File: src/hw/rtl/raq_pkg.sv
// Shared constants, types and helpers for the range aggregate query block.
package raq_pkg;

   localparam int DEPTH  = 1024;
   localparam int ADDR_W = $clog2(DEPTH);
   localparam int CNT_W  = $clog2(DEPTH + 1);
   localparam int DATA_W = 32;
   localparam int START_W = 10;
   localparam int END_W  = 11;
   localparam int OP_W   = 2;
   localparam int ANS_W  = 42;
   localparam int STAT_W = 2;
   localparam int SUM_W  = DATA_W + CNT_W;
   localparam int STEP_W = $clog2(SUM_W + 1);

   localparam int END_LSB = START_W;
   localparam int VAL_LSB = START_W + END_W;
   localparam int REQ_FIELDS_W = START_W + END_W + DATA_W;
   localparam int REQ_TDATA_W  = ((REQ_FIELDS_W + 7) / 8) * 8;
   localparam int REQ_TUSER_W  = 8;
   localparam int RSP_TDATA_W  = ((ANS_W + 7) / 8) * 8;
   localparam int RSP_TUSER_W  = STAT_W;

   localparam longint ANS_MAX = (64'sd1 <<< (ANS_W - 1)) - 64'sd1;
   localparam longint ANS_MIN = -ANS_MAX - 64'sd1;

   localparam logic ACT_WRITE = 1'b0;
   localparam logic ACT_QUERY = 1'b1;

   localparam logic [OP_W-1:0] OP_SUM = 2'd0;
   localparam logic [OP_W-1:0] OP_AVG = 2'd1;
   localparam logic [OP_W-1:0] OP_MIN = 2'd2;
   localparam logic [OP_W-1:0] OP_MAX = 2'd3;

   localparam logic [STAT_W-1:0] STAT_OK        = 2'd0;
   localparam logic [STAT_W-1:0] STAT_EMPTY_AVG = 2'd1;
   localparam logic [STAT_W-1:0] STAT_RANGE     = 2'd2;

   typedef struct packed {
      logic             start;
      logic [SUM_W-1:0] dividend;
      logic [CNT_W-1:0] divisor;
   } div_req_type;

   typedef struct packed {
      logic             done;
      logic [SUM_W-1:0] quotient;
   } div_rsp_type;

   function automatic logic signed [ANS_W-1:0] clamp_ans(input logic signed [SUM_W-1:0] v);
      longint lv;
      lv = longint'(v);
      if (lv > ANS_MAX) begin
         return ANS_W'(ANS_MAX);
      end else if (lv < ANS_MIN) begin
         return ANS_W'(ANS_MIN);
      end
      return ANS_W'(lv);
   endfunction

endpackage

File: src/hw/rtl/raq_div.sv
// Restoring unsigned divider, one quotient bit per cycle.
module raq_div import raq_pkg::*; (
   input  logic        clock,
   input  logic        reset,
   input  div_req_type req,
   output div_rsp_type rsp
);

   logic             busy_ff, busy_in;
   logic             done_ff, done_in;
   logic [STEP_W-1:0] step_ff, step_in;
   logic [SUM_W-1:0] quo_ff, quo_in;
   logic [CNT_W-1:0] rem_ff, rem_in;
   logic [CNT_W-1:0] dvs_ff, dvs_in;
   logic [CNT_W:0]   rem_sh;
   logic             ge;

   assign rem_sh = {rem_ff, quo_ff[SUM_W-1]};
   assign ge     = rem_sh >= {1'b0, dvs_ff};

   always_comb begin
      busy_in = busy_ff;
      done_in = 1'b0;
      step_in = step_ff;
      quo_in  = quo_ff;
      rem_in  = rem_ff;
      dvs_in  = dvs_ff;
      if (req.start) begin
         busy_in = 1'b1;
         step_in = '0;
         quo_in  = req.dividend;
         rem_in  = '0;
         dvs_in  = req.divisor;
      end else if (busy_ff) begin
         quo_in = {quo_ff[SUM_W-2:0], ge};
         rem_in = ge ? CNT_W'(rem_sh - {1'b0, dvs_ff}) : rem_sh[CNT_W-1:0];
         step_in = step_ff + STEP_W'(1);
         if (step_ff == STEP_W'(SUM_W - 1)) begin
            busy_in = 1'b0;
            done_in = 1'b1;
         end
      end
   end

   always_ff @(posedge clock) begin
      if (reset) begin
         busy_ff <= 1'b0;
         done_ff <= 1'b0;
         step_ff <= '0;
      end else begin
         busy_ff <= busy_in;
         done_ff <= done_in;
         step_ff <= step_in;
      end
      quo_ff <= quo_in;
      rem_ff <= rem_in;
      dvs_ff <= dvs_in;
   end

   assign rsp.done     = done_ff;
   assign rsp.quotient = quo_ff;

endmodule

File: config.mk
export PLATFORM = sky130hd
export DESIGN_NAME = raq_div
export DESIGN_NICKNAME = d
export VERILOG_FILES = /design/src/hw/rtl/raq_pkg.sv /design/src/hw/rtl/raq_div.sv
export SDC_FILE = /design/constraint.sdc
export NUM_CORES = 1
export LEC_CHECK = 0
export ABC_AREA = 0
export BUFFER_PORTS_ARGS = -buffer_cell sky130_fd_sc_hd__clkbuf_2
export CAP_MARGIN = 0
export CORE_AREA = 2 2 91 93
export CTS_CLUSTER_DIAMETER = 150
export DETAILED_ROUTE_END_ITERATION = 10
export DIE_AREA = 0 0 93 95
export PLACE_DENSITY_LB_ADDON = 0.2
export SYNTH_ARGS = -nofsm -noshare
export SYNTH_HDL_FRONTEND = slang
export SYNTH_SLANG_ARGS = --single-unit
File: constraint.sdc
create_clock -name clock -period 2.3 [get_ports clock]
set_clock_uncertainty 0.1 [all_clocks]
set_input_delay 0.115 -clock clock [delete_from_list [all_inputs] [get_ports clock]]
set_output_delay 0.115 -clock clock [all_outputs]
set_load 0.05 [all_outputs]
==> results_dict.tcl <==
set metrics [dict create \
    status "complete, but fails checks" \
    violations "setup timing" \
    timing.rr.end "rem_ff[8]" \
    combinationalPowerShare_pct 30.5 \
    crit_path_max_fanout 5 \
    hold_viol 0 \
    grt_usage_pct 19.0 \
    drv_slew 0 \
    drt_iter0_drc 112 \
    clk_latency_ns 0.34 \
    io_buffers 100 \
    wl_per_cell_um 14.4 \
    overflow 0 \
    p_seq_share_pct 44.8 \
    cp-startpoint "quo_ff[42]" \
    final.period_utilization_pct 103 \
    min_path_type "input pin to flip-flop" \
    fmax_mhz 422 \
    die_x_um 93 \
    netSwitchingFraction_pct 33.9 \
    core_mm2 0.00793 \
    grt_pass1_vias 2764 \
    rrSetupSlack_ns -0.07 \
    drc_errors 0 \
    ctsLongestPathBuffers 2 \
    p_per_area_mw_per_mm2 710 \
    drive_above_1_share_pct 43.4 \
    setup_slack_ns -0.0712 \
    clock-root-buffer "clkbuf_8" \
    whs_endpoint "rem_ff[1]" \
    crit_type "flip-flop to flip-flop" \
    wirelength_mm 8.06 \
    ys_warn_count 0 \
    diodes 0 \
    final_cell_area_mm2 0.00512 \
    synth_top_family_by_area "multiplexers" \
    synthTopCellsByArea "edfxtp_1 (45%), mux2_2 (13%), dfxtp_1 (11%), ha_1 (4.5%), nor2_1 (2.1%)" \
    synth-compound-area-share_pct 8.93 \
    async_flop_share_pct 0 \
    antenna_found_initial 0 \
    power.total_mw 3.64 \
    gp_congestion 0.802 \
    fin_cells 559 \
    rsz0062_at_grt "yes" \
    vias_per_cell 4.97 \
    p_switching_mw 1.23 \
    setup_viol 7 \
    place_area_mm2 0.00426 \
    synth_cell_types 51 \
    vias 2777 \
    die_area_mm2 0.00884 \
    rows 33 \
    grt_max_degree 43 \
    cp.required_ns 2.41 \
    min_from "req[54]" \
    pre_cts_ws_ns -0.158 \
    dp_hpwl_mm 5.12 \
    min_period_ns 2.37 \
    start_util_pct 45.4 \
    dr.pass1.iters 4 \
    die_y_um 95 \
    synthSimpleGateAreaFrac_pct 9.55 \
    io_pins 101 \
    p_clk_share_pct 24.7 \
    numCtsBuffers 9 \
    syn-num-nets 347 \
    syn2layout_area_growth_pct 42.2 \
    numClockSinks 73 \
    maxSlewHeadroom_pct 64.4 \
    start_kind "flip-flop" \
    synth_top_area_share_pct 45.0 \
    synthMuxAreaShare_pct 15.1 \
    critPathCaptureType "flip-flop" \
    dpl.cell_count 479 \
    synth_fa_ha_area_share_pct 5.07 \
    syn-mean-instance-area_um2 13.1 \
    hold-path-cell-count 4 \
    synth_xor_area_share_pct 2.19 \
    synth_top_area_cell "edfxtp_1" \
    r2r_cells 11 \
    layout_common_cells "clkbuf_2 (100), dlygate4sd3_1 (55), edfxtp_1 (54)" \
    whs_ns 0.157 \
    synthCells 276 \
    cts_tree "built" \
    max_cap_viol_count 0 \
    grt_pass1_wl_mm 13.1 \
    peakVddDrop_v 0.000455 \
    synth-seq-cells 73 \
    final_nets 520 \
    cts_max_level 3 \
    p_leak_nw 2.13 \
    ant_nets 0 \
    worst_pin_slew_ns 0.534 \
    synth_edf_count 54 \
    synthFlopType "edfxtp_1" \
    final_common_cell "clkbuf_2" \
    clkSlewWorstSetupHoldPaths_ns 0.08 \
    yosysSeqAreaShare_pct 55.6 \
    regToRegStartpoint "quo_ff[42]" \
    internal_power_mw 2.40 \
    worstPathArrival_ns 2.48 \
    syn-cell-area_mm2 0.00360 \
]
## timing repair
action                                  CTS  global route
setup buffers                             3             5
cloned                                    1             0
endpoints found under the setup margin   12            12
hold endpoints to repair                 55             0
pin swaps                                 2             6
hold buffers                             55             0
resized for setup                         2             9
## how the worst max path moves through the flow
stage | slack (ns) | endpoint | cells after the start
after global placement | -0.07 | rem_ff[8] | 9
after floorplan | -0.35 | rem_ff[8] | 10
after CTS | -0.08 | rem_ff[10] | 10
after global routing | -0.18 | rem_ff[10] | 10
final | -0.07 | rem_ff[8] | 11
after detailed placement | -0.16 | rem_ff[9] | 9
## through the flow
stage               setup TNS [ns]  utilization, %
floorplan                    -3.00               -
global placement            -0.349            53.8
detailed placement          -0.928            53.8
CTS                        -0.0751            63.6
global route                 -1.43            64.6
finish                      -0.264            64.6
## kinds of logic after synthesis
group	after synthesis
muxes	49
buffers and inverters	29
AOI/OAI and AO/OA	43
DFF	73
and+or+nand+nor	59
xor gates and xnor gates	9
adders and majority gates	14
## cells in the mapped netlist, types with 2 or more instances
cell type and count:
o22ai_1 2, or3_1 2, nand2_1 10, nor2_1 20
edfxtp_1 54, nand3_1 4, mux2i_1 6, inv_1 17
nand2b_1 4, clkbuf_1 7, xnor2_1 6, a311oi_1 2
ha_1 13, o21a_1 2, a211oi_1 7, a21oi_1 8
dfxtp_1 19, nor3_1 2, xor2_1 3, o21ai_0 7
nor2b_1 2, o31a_1 2, o211ai_1 2, o21ai_4 2
nand4_1 3, buf_1 3, mux2_2 43
## critical path, cell delays in order (launching register included)
cell	delay, ns
edfxtp_1	0.35
inv_1	0.05
ha_2	0.19
fa_2	0.36
nor2b_4	0.12
o31a_1	0.24
o21ai_4	0.09
buf_4	0.15
o21ai_4	0.15
buf_12	0.14
mux2i_1	0.22
a211oi_2	0.09
## layer usage
| layer | share of wire, % | up-vias | global-route usage, % |
|---|---|---|---|
| met5 | 0 | - | 0 |
| met4 | 2.2 | 0 | 8.70 |
| met3 | 5.6 | 17 | 4.31 |
| met2 | 49 | 85 | 31.5 |
| met1 | 44 | 1293 | 23.7 |
| li1 | - | 1382 | - |
## power by group through the flow
stage | sequential (mW) | combinational (mW) | clock (mW)
floorplan | 1.94 | 0.439 | 0
global placement | 1.65 | 0.939 | 0
detailed placement | 1.65 | 0.951 | 0
CTS | 1.63 | 1.06 | 0.918
global route | 1.65 | 1.19 | 0.967
finish | 1.63 | 1.11 | 0.897
## state kept, by name, summed over array words and instances, names as in the netlist
register	count
busy_ff	1
done_ff	1
dvs_ff	11
quo_ff	43
rem_ff	11
step_ff	6
## layout make-up
| class | count | area (um^2) |
|---|---|---|
| Clock buffer | 10 | 128 |
| Inverter | 17 | 63.8 |
| Sequential cell | 73 | 2000 |
| Tap cell | 105 | 131 |
| Timing Repair Buffer | 173 | 1210 |
| Fill cell | 615 | 2800 |
| Clock inverter | 6 | 43.8 |
| Multi-Input combinational cell | 175 | 1540 |
(Power assumes the default switching activity.)
